==> src/rtl/core/crcfr_pkg.sv <==
// ----------------------------------------------------------------------------
// CRC frame receiver package
// Shared types, character codes and the CRC-16/MODBUS byte update.
// ----------------------------------------------------------------------------
package crcfr_pkg;

   localparam logic [7:0] CHAR_OPEN  = 8'h7B;  // '{'
   localparam logic [7:0] CHAR_SEP   = 8'h7C;  // '|'
   localparam logic [7:0] CHAR_CLOSE = 8'h7D;  // '}'

   localparam logic [15:0] CRC_INIT = 16'hFFFF;
   localparam logic [15:0] CRC_POLY = 16'hA001;

   typedef enum logic [1:0] {
      REQ_LINE_BYTE = 2'd0,
      REQ_READ      = 2'd1,
      REQ_CONSUME   = 2'd2,
      REQ_CLEAR     = 2'd3
   } req_code_type;

   typedef enum logic [1:0] {
      REPLY_NONE = 2'd0,
      REPLY_ACK  = 2'd1,
      REPLY_RST  = 2'd2
   } reply_code_type;

   typedef enum logic [1:0] {
      RESP_UNKNOWN = 2'd0,
      RESP_SUCC    = 2'd1,
      RESP_FAIL    = 2'd2
   } resp_code_type;

   typedef enum logic [2:0] {
      ST_IDLE = 3'd0,
      ST_HEAD = 3'd1,
      ST_SEP  = 3'd2,
      ST_REJ  = 3'd3,
      ST_ACK  = 3'd4
   } parse_state_type;

   typedef struct packed {
      logic       en;
      logic [7:0] addr;
      logic [7:0] data;
   } mem_wr_type;

   typedef struct packed {
      logic       en;
      logic [6:0] addr;
   } mem_rd_type;

   // Result fields known right after the state update; read data joins later.
   typedef struct packed {
      logic [1:0] reply_code;
      logic       frame_good;
      logic [1:0] link_response;
      logic [7:0] available_len;
      logic       read_hit;
   } stage_type;

   typedef struct packed {
      logic [1:0] reply_code;
      logic       frame_good;
      logic [1:0] link_response;
      logic [7:0] available_len;
      logic [7:0] read_data;
   } rsp_payload_type;

   function automatic logic [15:0] crc16_byte(input logic [15:0] crc_i,
                                              input logic [7:0]  data_i);
      logic [15:0] c;
      c = crc_i ^ {8'h00, data_i};
      for (int k = 0; k < 8; k++) begin
         if (c[0]) begin
            c = (c >> 1) ^ CRC_POLY;
         end else begin
            c = c >> 1;
         end
      end
      return c;
   endfunction

endpackage

==> src/rtl/core/crcfr_ifs.sv <==
// ----------------------------------------------------------------------------
// CRC frame receiver channels
// Valid/ready channels for request words and response words.
// ----------------------------------------------------------------------------
interface crcfr_req_if;
   logic       valid;
   logic       ready;
   logic [1:0] req_type;
   logic [7:0] rx_byte;
   logic [6:0] read_index;

   modport source (output valid, output req_type, output rx_byte, output read_index,
                   input ready);
   modport sink (input valid, input req_type, input rx_byte, input read_index,
                 output ready);
endinterface

interface crcfr_rsp_if;
   logic       valid;
   logic       ready;
   logic [1:0] reply_code;
   logic       frame_good;
   logic [1:0] link_response;
   logic [7:0] available_len;
   logic [7:0] read_data;

   modport source (output valid, output reply_code, output frame_good,
                   output link_response, output available_len, output read_data,
                   input ready);
   modport sink (input valid, input reply_code, input frame_good,
                 input link_response, input available_len, input read_data,
                 output ready);
endinterface

==> src/rtl/core/crcfr_mem.sv <==
// ----------------------------------------------------------------------------
// CRC frame receiver payload store
// Single-port-write, single-port-read RAM with a registered read port.
// ----------------------------------------------------------------------------
module crcfr_mem #(
   parameter int MAX_PAYLOAD = 128
) (
   input  logic                 clock,
   input  crcfr_pkg::mem_wr_type wr,
   input  crcfr_pkg::mem_rd_type rd,
   output logic [7:0]           rdata
);
   import crcfr_pkg::*;

   localparam int AW = (MAX_PAYLOAD > 1) ? $clog2(MAX_PAYLOAD) : 1;

   logic [7:0] store_ff [MAX_PAYLOAD];
   logic [7:0] rdata_ff;
   logic [7:0] rd_addr_wide;

   assign rd_addr_wide = {1'b0, rd.addr};

   always_ff @(posedge clock) begin
      if (wr.en) begin
         store_ff[wr.addr[AW-1:0]] <= wr.data;
      end
   end

   // The read register holds while the stage it feeds is stalled.
   always_ff @(posedge clock) begin
      if (rd.en) begin
         rdata_ff <= store_ff[rd_addr_wide[AW-1:0]];
      end
   end

   assign rdata = rdata_ff;

endmodule

==> src/rtl/core/crcfr_ctrl.sv <==
// ----------------------------------------------------------------------------
// CRC frame receiver control
// Frame parser, running CRC, length and link response, plus the result stage.
// ----------------------------------------------------------------------------
module crcfr_ctrl #(
   parameter int MAX_PAYLOAD = 128
) (
   input  logic                  clock,
   input  logic                  reset,
   input  logic                  fire,
   input  logic [1:0]            req_type,
   input  logic [7:0]            rx_byte,
   input  logic [6:0]            read_index,
   output crcfr_pkg::mem_wr_type wr,
   output crcfr_pkg::mem_rd_type rd,
   output crcfr_pkg::stage_type  stage
);
   import crcfr_pkg::*;

   localparam logic [7:0] MAX_LEN = 8'(MAX_PAYLOAD);

   parse_state_type state_ff, state_in;
   logic [7:0]      length_ff, length_in;
   logic            pvalid_ff, pvalid_in;
   logic [15:0]     rcrc_ff, rcrc_in;
   logic [15:0]     crc_ff, crc_in;
   resp_code_type   resp_ff, resp_in;
   stage_type       stage_ff, stage_in;

   logic        is_line;
   logic [7:0]  avail_now;
   logic        crc_match;

   assign is_line   = (req_code_type'(req_type) == REQ_LINE_BYTE);
   assign avail_now = pvalid_ff ? length_ff : 8'd0;
   assign crc_match = ({crc_ff[7:0], crc_ff[15:8]} == rcrc_ff);

   // Parser next state.
   always_comb begin
      state_in = state_ff;
      if (is_line) begin
         if (rx_byte == CHAR_OPEN) begin
            state_in = ST_HEAD;
         end else if (rx_byte == CHAR_SEP && state_ff == ST_HEAD) begin
            state_in = (length_ff != 8'd0) ? ST_SEP : ST_REJ;
         end else if (rx_byte == CHAR_SEP && state_ff == ST_REJ) begin
            state_in = ST_ACK;
         end else if (rx_byte == CHAR_CLOSE &&
                      (state_ff == ST_SEP || state_ff == ST_REJ || state_ff == ST_ACK)) begin
            state_in = ST_IDLE;
         end
      end
   end

   // Datapath updates and result fields.
   always_comb begin
      length_in = length_ff;
      pvalid_in = pvalid_ff;
      rcrc_in   = rcrc_ff;
      crc_in    = crc_ff;
      resp_in   = resp_ff;
      wr        = '0;
      rd.en     = fire;
      rd.addr   = read_index;
      stage_in  = '0;
      stage_in.reply_code = REPLY_NONE;

      case (req_code_type'(req_type))
         REQ_LINE_BYTE: begin
            if (rx_byte == CHAR_OPEN) begin
               length_in = 8'd0;
               pvalid_in = 1'b0;
               rcrc_in   = 16'h0000;
               crc_in    = CRC_INIT;
            end else if (rx_byte == CHAR_SEP &&
                         (state_ff == ST_HEAD || state_ff == ST_REJ)) begin
               // Parser state change only.
            end else if (rx_byte == CHAR_CLOSE && state_ff == ST_SEP) begin
               if (crc_match) begin
                  pvalid_in           = 1'b1;
                  stage_in.reply_code = REPLY_ACK;
                  stage_in.frame_good = 1'b1;
               end else begin
                  stage_in.reply_code = REPLY_RST;
               end
            end else if (rx_byte == CHAR_CLOSE && state_ff == ST_REJ) begin
               resp_in = RESP_FAIL;
            end else if (rx_byte == CHAR_CLOSE && state_ff == ST_ACK) begin
               resp_in = RESP_SUCC;
            end else if (state_ff == ST_HEAD) begin
               if (length_ff < MAX_LEN) begin
                  wr.en     = fire;
                  wr.addr   = length_ff;
                  wr.data   = rx_byte;
                  length_in = length_ff + 8'd1;
                  crc_in    = crc16_byte(crc_ff, rx_byte);
               end
            end else if (state_ff == ST_SEP) begin
               rcrc_in = {rcrc_ff[7:0], rx_byte};
            end
         end
         REQ_READ: begin
            stage_in.read_hit = ({1'b0, read_index} < avail_now);
         end
         REQ_CONSUME: begin
            if (avail_now != 8'd0) begin
               length_in = 8'd0;
            end
         end
         REQ_CLEAR: begin
            resp_in = RESP_UNKNOWN;
         end
         default: begin
            resp_in = resp_ff;
         end
      endcase

      stage_in.link_response = resp_in;
      stage_in.available_len = pvalid_in ? length_in : 8'd0;
   end

   always_ff @(posedge clock) begin
      if (reset) begin
         state_ff  <= ST_IDLE;
         length_ff <= 8'd0;
         pvalid_ff <= 1'b0;
         rcrc_ff   <= 16'h0000;
         crc_ff    <= CRC_INIT;
         resp_ff   <= RESP_UNKNOWN;
      end else if (fire) begin
         state_ff  <= state_in;
         length_ff <= length_in;
         pvalid_ff <= pvalid_in;
         rcrc_ff   <= rcrc_in;
         crc_ff    <= crc_in;
         resp_ff   <= resp_in;
      end
   end

   always_ff @(posedge clock) begin
      if (fire) begin
         stage_ff <= stage_in;
      end
   end

   assign stage = stage_ff;

endmodule

==> src/rtl/core/crcfr_skid.sv <==
// ----------------------------------------------------------------------------
// CRC frame receiver output buffer
// Two-entry skid buffer with a registered ready toward the pipeline.
// ----------------------------------------------------------------------------
module crcfr_skid (
   input  logic                       clock,
   input  logic                       reset,
   input  logic                       in_valid,
   input  crcfr_pkg::rsp_payload_type in_data,
   output logic                       in_ready,
   output logic                       out_valid,
   output crcfr_pkg::rsp_payload_type out_data,
   input  logic                       out_ready
);
   import crcfr_pkg::*;

   logic            main_valid_ff, main_valid_in;
   logic            spare_valid_ff, spare_valid_in;
   rsp_payload_type main_ff, main_in;
   rsp_payload_type spare_ff, spare_in;
   logic            in_fire;

   assign in_ready = !spare_valid_ff;
   assign in_fire  = in_valid && in_ready;

   always_comb begin
      main_valid_in  = main_valid_ff;
      spare_valid_in = spare_valid_ff;
      main_in        = main_ff;
      spare_in       = spare_ff;
      if (!main_valid_ff || out_ready) begin
         if (spare_valid_ff) begin
            main_in        = spare_ff;
            main_valid_in  = 1'b1;
            spare_valid_in = 1'b0;
         end else begin
            main_in       = in_data;
            main_valid_in = in_fire;
         end
      end else if (in_fire) begin
         spare_in       = in_data;
         spare_valid_in = 1'b1;
      end
   end

   always_ff @(posedge clock) begin
      if (reset) begin
         main_valid_ff  <= 1'b0;
         spare_valid_ff <= 1'b0;
      end else begin
         main_valid_ff  <= main_valid_in;
         spare_valid_ff <= spare_valid_in;
      end
   end

   always_ff @(posedge clock) begin
      main_ff  <= main_in;
      spare_ff <= spare_in;
   end

   assign out_valid = main_valid_ff;
   assign out_data  = main_ff;

endmodule

==> src/rtl/core/crc_frame_receiver_unit.sv <==
// ----------------------------------------------------------------------------
// CRC frame receiver
// Parses '{' payload '|' crc crc '}' frames from line bytes, stores the payload,
// checks CRC-16/MODBUS and answers read, consume and clear requests.
// A response word passes the result stage register, then the skid buffer's main
// register. Throughput: one request word per cycle unless the response path
// stalls; the payload RAM has one write and one read port, and each word writes
// at most one entry and reads one entry. Reset clears the parser, CRC, length,
// valid mark, link response; the payload RAM is not cleared and needs no sweep.
// ----------------------------------------------------------------------------
module crc_frame_receiver_unit #(
   parameter int MAX_PAYLOAD = 128
) (
   input  logic        clock,
   input  logic        reset,
   crcfr_req_if.sink   req_chan,
   crcfr_rsp_if.source rsp_chan
);
   import crcfr_pkg::*;

   logic            req_fire;
   logic            s1_valid_ff, s1_valid_in;
   logic            skid_ready;
   mem_wr_type      wr;
   mem_rd_type      rd;
   stage_type       stage;
   logic [7:0]      mem_rdata;
   rsp_payload_type s1_data;
   rsp_payload_type out_data;

   assign req_chan.ready = !s1_valid_ff || skid_ready;
   assign req_fire       = req_chan.valid && req_chan.ready;

   crcfr_ctrl #(
      .MAX_PAYLOAD (MAX_PAYLOAD)
   ) u_ctrl (
      .clock      (clock),
      .reset      (reset),
      .fire       (req_fire),
      .req_type   (req_chan.req_type),
      .rx_byte    (req_chan.rx_byte),
      .read_index (req_chan.read_index),
      .wr         (wr),
      .rd         (rd),
      .stage      (stage)
   );

   crcfr_mem #(
      .MAX_PAYLOAD (MAX_PAYLOAD)
   ) u_mem (
      .clock (clock),
      .wr    (wr),
      .rd    (rd),
      .rdata (mem_rdata)
   );

   always_comb begin
      s1_valid_in = s1_valid_ff;
      if (req_fire) begin
         s1_valid_in = 1'b1;
      end else if (skid_ready) begin
         s1_valid_in = 1'b0;
      end
   end

   always_ff @(posedge clock) begin
      if (reset) begin
         s1_valid_ff <= 1'b0;
      end else begin
         s1_valid_ff <= s1_valid_in;
      end
   end

   assign s1_data.reply_code    = stage.reply_code;
   assign s1_data.frame_good    = stage.frame_good;
   assign s1_data.link_response = stage.link_response;
   assign s1_data.available_len = stage.available_len;
   assign s1_data.read_data     = stage.read_hit ? mem_rdata : 8'd0;

   crcfr_skid u_skid (
      .clock     (clock),
      .reset     (reset),
      .in_valid  (s1_valid_ff),
      .in_data   (s1_data),
      .in_ready  (skid_ready),
      .out_valid (rsp_chan.valid),
      .out_data  (out_data),
      .out_ready (rsp_chan.ready)
   );

   assign rsp_chan.reply_code    = out_data.reply_code;
   assign rsp_chan.frame_good    = out_data.frame_good;
   assign rsp_chan.link_response = out_data.link_response;
   assign rsp_chan.available_len = out_data.available_len;
   assign rsp_chan.read_data     = out_data.read_data;

endmodule

==> src/flat_wrapper.sv <==
// flat-port wrapper written by rule: the top's interface ports become plain ports
module crc_frame_receiver_unit_flat import crcfr_pkg::*;
#(
   parameter int MAX_PAYLOAD = 128
)
  (clock, reset, req_chan_valid, req_chan_req_type, req_chan_rx_byte, req_chan_read_index, req_chan_ready, rsp_chan_valid, rsp_chan_reply_code, rsp_chan_frame_good, rsp_chan_link_response, rsp_chan_available_len, rsp_chan_read_data, rsp_chan_ready);
  crcfr_req_if req_chan_i ();
  crcfr_rsp_if rsp_chan_i ();
  input  logic clock;
  input  logic reset;
  input wire logic [$bits(req_chan_i.valid)-1:0] req_chan_valid;
  input wire logic [$bits(req_chan_i.req_type)-1:0] req_chan_req_type;
  input wire logic [$bits(req_chan_i.rx_byte)-1:0] req_chan_rx_byte;
  input wire logic [$bits(req_chan_i.read_index)-1:0] req_chan_read_index;
  output wire logic [$bits(req_chan_i.ready)-1:0] req_chan_ready;
  output wire logic [$bits(rsp_chan_i.valid)-1:0] rsp_chan_valid;
  output wire logic [$bits(rsp_chan_i.reply_code)-1:0] rsp_chan_reply_code;
  output wire logic [$bits(rsp_chan_i.frame_good)-1:0] rsp_chan_frame_good;
  output wire logic [$bits(rsp_chan_i.link_response)-1:0] rsp_chan_link_response;
  output wire logic [$bits(rsp_chan_i.available_len)-1:0] rsp_chan_available_len;
  output wire logic [$bits(rsp_chan_i.read_data)-1:0] rsp_chan_read_data;
  input wire logic [$bits(rsp_chan_i.ready)-1:0] rsp_chan_ready;
  assign req_chan_i.valid = req_chan_valid;
  assign req_chan_i.req_type = req_chan_req_type;
  assign req_chan_i.rx_byte = req_chan_rx_byte;
  assign req_chan_i.read_index = req_chan_read_index;
  assign req_chan_ready = req_chan_i.ready;
  assign rsp_chan_valid = rsp_chan_i.valid;
  assign rsp_chan_reply_code = rsp_chan_i.reply_code;
  assign rsp_chan_frame_good = rsp_chan_i.frame_good;
  assign rsp_chan_link_response = rsp_chan_i.link_response;
  assign rsp_chan_available_len = rsp_chan_i.available_len;
  assign rsp_chan_read_data = rsp_chan_i.read_data;
  assign rsp_chan_i.ready = rsp_chan_ready;
  crc_frame_receiver_unit #(.MAX_PAYLOAD(MAX_PAYLOAD)) u_core (.clock(clock), .reset(reset), .req_chan(req_chan_i), .rsp_chan(rsp_chan_i));
endmodule
==> config.mk <==
export PLATFORM = sky130hd
export DESIGN_NAME = crc_frame_receiver_unit_flat
export DESIGN_NICKNAME = d
export VERILOG_FILES = /design/src/rtl/core/crcfr_pkg.sv /design/src/rtl/core/crcfr_ifs.sv /design/src/rtl/core/crcfr_mem.sv /design/src/rtl/core/crcfr_ctrl.sv /design/src/rtl/core/crcfr_skid.sv /design/src/rtl/core/crc_frame_receiver_unit.sv /design/src/flat_wrapper.sv
export SDC_FILE = /design/constraint.sdc
export NUM_CORES = 1
export LEC_CHECK = 0
export BUFFER_PORTS_ARGS = -buffer_cell sky130_fd_sc_hd__buf_2
export CAP_MARGIN = 20
export CORE_MARGIN = 8
export CORE_UTILIZATION = 57
export DETAILED_ROUTE_END_ITERATION = 10
export PLACE_DENSITY = 0.76
export SLEW_MARGIN = 10
export SYNTH_ARGS = -nofsm -noshare
export SYNTH_HDL_FRONTEND = slang
export SYNTH_SLANG_ARGS = --single-unit
==> constraint.sdc <==
create_clock -name clock -period 5.6 [get_ports clock]
set_input_delay 0.28 -clock clock [delete_from_list [all_inputs] [get_ports clock]]
set_output_delay 0.28 -clock clock [all_outputs]
set_load 0.01 [all_outputs]
# Word level (Yosys, flattened, before mapping)
# Memories as Yosys holds them, arrays and structs flattened. A register that Yosys moved wholly into a read port is not among the register bits.
# Cells that the tools add are included.
# totals
ff_bits	105
word_cells	208
memories	1
ram_bits	1024
out_inout_bits	23
input_bits	21
# classes
addsub	1
bitwise	12
n_mux	121
magnitude_cmp	2
n_eq_ne	17
n_reduce_logical	30
# memory_table
name	words	width	read_ports	rd_ports_with_merged_regs	wr	line	text
u_core.u_mem.store_ff	128	8	1	1	1	crcfr_mem.sv:17	logic [7:0] store_ff [MAX_PAYLOAD];
# op_table
cell	n
16-bit 2-to-1 mux	78
17-bit 2-to-1 mux	8
8-bit 2-to-1 mux	10
8-bit by 7-bit equality test with 1-bit output, second input constant	3
2-bit NOT with 3-bit output	8
21-bit 2-to-1 mux	1
16-bit equality test	1
8-bit case mux with 2 select lines	1
8-bit AND reduction	2
8-bit nonzero test	2
16-bit by 8-bit bitwise XOR with 16-bit output	1
1-bit 2-to-1 mux	12
2-bit 2-to-1 mux	6
3-bit 2-to-1 mux	4
2-bit inequality test, second input constant	5
1-bit logical AND	9
8-bit by 1-bit adder with 8-bit output, second input constant	1
7-bit by 8-bit less-than comparator with 1-bit output	1
8-bit less-than comparator, second input constant	1
3-bit by 2-bit equality test with 1-bit output, second input constant	2
2-bit nonzero test	3
1-bit logical OR	5
2-bit equality test, second input constant	2
2-bit case mux with 2 select lines	1
12 further kinds	16

# Longest topological paths before layout
# depth
word_depth	80
mapped_depth	10
mapped_depth_nobuf	8

# Modules after synthesis
# A second synthesis with hierarchy kept.
# hier_totals
cells_unflattened	2155
area_unflattened_um2	45300.9
# by_module_without_submodules
mod	seq_area_each_um2	cells_per_inst	n_inst	area_each_um2
crcfr_mem	30989.7	1635	1	39745.6
crcfr_ctrl	1311.3	433	1	3771.1
crcfr_skid	1301.2	74	1	1679.1
crc_frame_receiver_unit	20.0	13	1	105.1

# Worst setup path before layout
# No wires, ideal clock.
# synth_timing
path_kind	input-to-reg
startpoint	input req_chan_rx_byte[0]
endpoint	memory u_core.u_mem.store_ff[0][0] (data pin)
stages	7
t_arrival_ns	4.410
t_required_ns	4.804
n_path_buf	1
setup_slack_ns	0.393
setup_time_ns	0.796
path_cell_list	clkbuf_1 inv_1 o21a_1 o21a_1 nor3_1 nand2_1 nor2_1
# synth_rtl
element	line	text
start: declaration	flat_wrapper.sv:13	input wire logic [$bits(req_chan_i.rx_byte)-1:0] req_chan_rx_byte;
end: declaration	crcfr_mem.sv:17	

# Final worst setup path
# layout_timing
startpoint	input req_chan_rx_byte[4]
endpoint	memory u_core.u_mem.store_ff[103][0], enable pin
# layout_via
elab_chain_cells	10
word_cells_on_any_way	15
cone_classes	eq/ne (3); mux (8); reduce/logical (4)
# layout_rtl
element	line	text
8-bit by 7-bit equality test with 1-bit output	crcfr_ctrl.sv:78, crcfr_ctrl.sv:86, crcfr_ctrl.sv:88	
1-bit logical AND	crcfr_ctrl.sv:88	end else if (rx_byte == CHAR_CLOSE && state_ff == ST_ACK) begin
17-bit 2-to-1 mux	crcfr_ctrl.sv:88	
17-bit 2-to-1 mux	crcfr_ctrl.sv:86	end else if (rx_byte == CHAR_CLOSE && state_ff == ST_REJ) begin
17-bit 2-to-1 mux	crcfr_ctrl.sv:78	end else if (rx_byte == CHAR_CLOSE && state_ff == ST_SEP) begin
17-bit 2-to-1 mux	crcfr_ctrl.sv:75	end else if (rx_byte == CHAR_SEP &&
17-bit 2-to-1 mux *	crcfr_ctrl.sv:70	if (rx_byte == CHAR_OPEN) begin
17-bit 2-to-1 mux *	crcfr_ctrl.sv:68	case (req_code_type'(req_type))
1-bit 2-to-1 mux	crcfr_mem.sv:24	if (wr.en) begin
1-bit 2-to-1 mux (implied by the code)	crcfr_mem.sv:25	store_ff[wr.addr[AW-1:0]] <= wr.data;
# Mark *: on every way between the ends. The rest lies on a longest branch, timed or not.

==> flow_metrics.env <==
export IMPL_layout_commonest_cell="edfxtp_1"
export IMPL_place_ws_ns=1.442
export IMPL_synthToLayoutAreaGrowth_pct=10.84
export IMPL_clkPwrFrac=0.416
export IMPL_gp_congestion=0.8902
export IMPL_yosysSeqAreaShare=0.7482
export IMPL_worst_setup_path_end_kind="register"
export IMPL_async_reset_ff_frac=0
export IMPL_start_util=0.5715
export IMPL_status="complete, but fails checks"
export IMPL_final_util=0.6335
export IMPL_hold_worst_slack_ns=0.1642
export IMPL_wl_per_cell_um=30.86
export IMPL_power_density_nw_per_um2=329.5
export IMPL_worst_hold_path_type="primary input to register"
export IMPL_cts_root_buf="clkbuf_16"
export IMPL_period_minus_slack_ns=4.155
export IMPL_port_buffers=43
export IMPL_clock_tree_buffer_depth=3
export IMPL_cap_violations=0
export IMPL_yosysTopAreaCell="edfxtp_1"
export IMPL_crit_path_start_kind="primary input"
export IMPL_cts_tree="built"
export IMPL_ys_warn_count=0
export IMPL_cts_setup_buffers=0
export IMPL_synth_area_per_cell_um2=21.01
export IMPL_synthTopCellsByArea="edfxtp_1, mux4_2, dfxtp_1"
export IMPL_numCtsBuffers=105
export IMPL_die_h_um=296.5
export IMPL_p_leak_nw=17.53
export IMPL_hpwl_mm=63.46
export IMPL_swShare=0.2010
export IMPL_fill_cells=4908
export IMPL_drt_first_iter_violations=3374
export IMPL_tightest_slew_ns=1.151
export IMPL_drive_above_1_share=0.2694
export IMPL_power_mw=16.38
export IMPL_relSlewSlack=0.2329
export IMPL_crit_type="primary input to register"
export IMPL_die_area_um2=87930
export IMPL_cts_sinks=1134
export IMPL_vias=22330
export IMPL_ys_ff_latch=1134
export IMPL_vias_per_cell=6.652
export IMPL_grtUsageTotal=0.2390
export IMPL_grt_overflow=0
export IMPL_finalWirelength_mm=103.6
export IMPL_violations="design-rule violations"
export IMPL_final_max_slew_violation_count=0
export IMPL_core_um2=78480
export IMPL_drc=2
export IMPL_postRouteAntennaNets=0
export IMPL_seq_area_um2=33560
export IMPL_die_w_um=296.5
export IMPL_multi_input_area_um2=10780
export IMPL_synth_ff_type="edfxtp_1"
export IMPL_setup_violations=0
export IMPL_timing_final_ws_setup_ns=1.445
export IMPL_synth_edf_count=1085
export IMPL_rsz0062_at_grt="no"
export IMPL_final_nets=2256
export IMPL_grt_pass1_wl_mm=154.0
export IMPL_htreeDepth=3
export IMPL_cp_max_fo=24
export IMPL_synth_top_cell_area_share=0.7264
export IMPL_hold_viol=0
export IMPL_critPathArrivalTime_ns=4.45
export IMPL_skew_ns=0.03507
export IMPL_power_frac_seq=0.560
export IMPL_grt_pass1_vias=22410
export IMPL_setup_tns_ns=0
export IMPL_placementRows=103
export IMPL_synth_cell_types=56
export IMPL_clock_latency_ns=0.69
export IMPL_power_internal_mw=13.09
export IMPL_syn_area_um2=44860
export IMPL_clk_pin_slew_ns=0.06
export IMPL_combPwrFrac=0.024
export IMPL_final_cell_mix="edfxtp_1, mux4_2, nor2_1"
export IMPL_min_period_over_period=0.7420
export IMPL_grt_antenna_before_repair=4
export IMPL_max_freq_mhz=240.7
export IMPL_ir_drop_uv=228.2
export IMPL_cp_data_required_time_ns=5.89
export IMPL_drt_pass1_iterations=11
export IMPL_synth_nets=2168
export IMPL_io_pins=44
export IMPL_syn_inst=2135
export IMPL_grt_max_degree=85
export IMPL_p_sw_mw=3.293
## cells in the mapped netlist (all sizes together), types with 3 or more instances
cell / n
o21a: 4
o21ai: 13
mux4: 336
nor4: 23
nand2b: 6
xor2: 24
dfxtp: 49
a21o: 7
nor2b: 6
ha: 12
a22oi: 12
nand3b: 6
buf: 45
and4: 3
nor2: 176
inv: 9
edfxtp: 1085
mux2: 28
a21oi: 24
a211oi: 3
xnor2: 10
nand4b: 7
nand4: 11
o21bai: 13
and3: 4
nand3: 26
or3: 3
a31oi: 6
clkbuf: 75
nand2: 48
and2: 22
nor3: 15
## stage by stage
stage	instances	cell area [um^2]
2_1_floorplan	2135	44860
3_3_place_gp	3154	46330
3_5_place_dp	3156	46350
4_1_cts	3354	49700
5_1_grt	3355	49710
6_report	3357	49720
## logic make-up after synthesis
family | Yosys count | share of synthesized area
muxes | 365 | 0.1760
DFF | 1134 | 0.7482
and+or+nand+nor | 365 | 0.03855
xor gates and xnor gates | 36 | 0.007643
adders and majority gates | 12 | 0.003347
AOI/OAI and AO/OA | 94 | 0.01392
buffers and inverters | 129 | 0.01236
## power groups by stage
stage                     logic (mW)  registers (mW)  clock network (mW)
after floorplan                0.286            9.36                   0
after global placement         0.385            9.36                   0
after detailed placement       0.391            9.36                   0
after CTS                      0.399            9.18                6.87
after global routing           0.419            9.17                7.18
final                          0.394            9.18                6.81
## path summary, 6_finish.rpt
check	from	end	slack [ns]	depth (start not counted)
worst max-delay path	req_chan_rx_byte[4]	u_core.u_mem.store_ff[103][0]	1.44	8
worst min-delay path	req_chan_read_index[1]	u_core.u_mem.rdata[0]	0.16	2
worst max register to register	u_core.u_ctrl.state_ff[1]	u_core.u_mem.store_ff[103][0]	1.54	6
worst min register to register	u_core.u_ctrl.stage[8]	u_core.u_skid.spare_ff[15]	0.45	0
## sequential cells by signal (all words and copies together) (netlist names)
register                      count
u_core.u_mem.store_ff          1024
u_core.u_mem.rdata                8
u_core.u_ctrl.pvalid_ff           1
u_core.u_ctrl.crc_ff             16
u_core.u_ctrl.state_ff            3
u_core.u_skid.spare_valid_ff      1
u_core.u_ctrl.rcrc_ff            16
u_core.u_ctrl.stage              13
u_core.u_skid.out_data           20
u_core.u_skid.spare_ff           20
u_core.u_ctrl.length_ff           8
u_core.s1_valid_ff                1
u_core.u_ctrl.resp_ff             2
u_core.u_skid.out_valid           1
## cell type report
cell class                      count  area share
Sequential cell                  1134      0.6751
Timing Repair Buffer              101     0.01555
Multi-Input combinational cell    872      0.2167
Clock inverter                     61    0.009815
Clock buffer                      128     0.05562
Tap cell                         1050     0.02643
Antenna cell                        2   0.0001007
Inverter                            9   0.0006795
## routing by layer
metal | up-vias | track usage | part of all wire
li1 | 9046 | - | -
met1 | 11610 | 0.3391 | 0.39
met2 | 1435 | 0.3784 | 0.48
met3 | 233 | 0.04528 | 0.097
met4 | 4 | 0.08131 | 0.033
met5 | - | 0 | 0.00020
## what timing repair did
item                      CTS  global route
hold buffers                9             0
hold endpoints to repair    9             0
resized for setup           0             0
## worst max-delay path: stages
cell and delay, ns:
dlygate4sd3_1 0.54, buf_2 0.15, and4b_1 0.28, and4_1 0.28
a21oi_1 0.18, and4_1 0.99, nand4_1 0.82, nor2_1 0.90
Power figures use the tool's default switching activity.
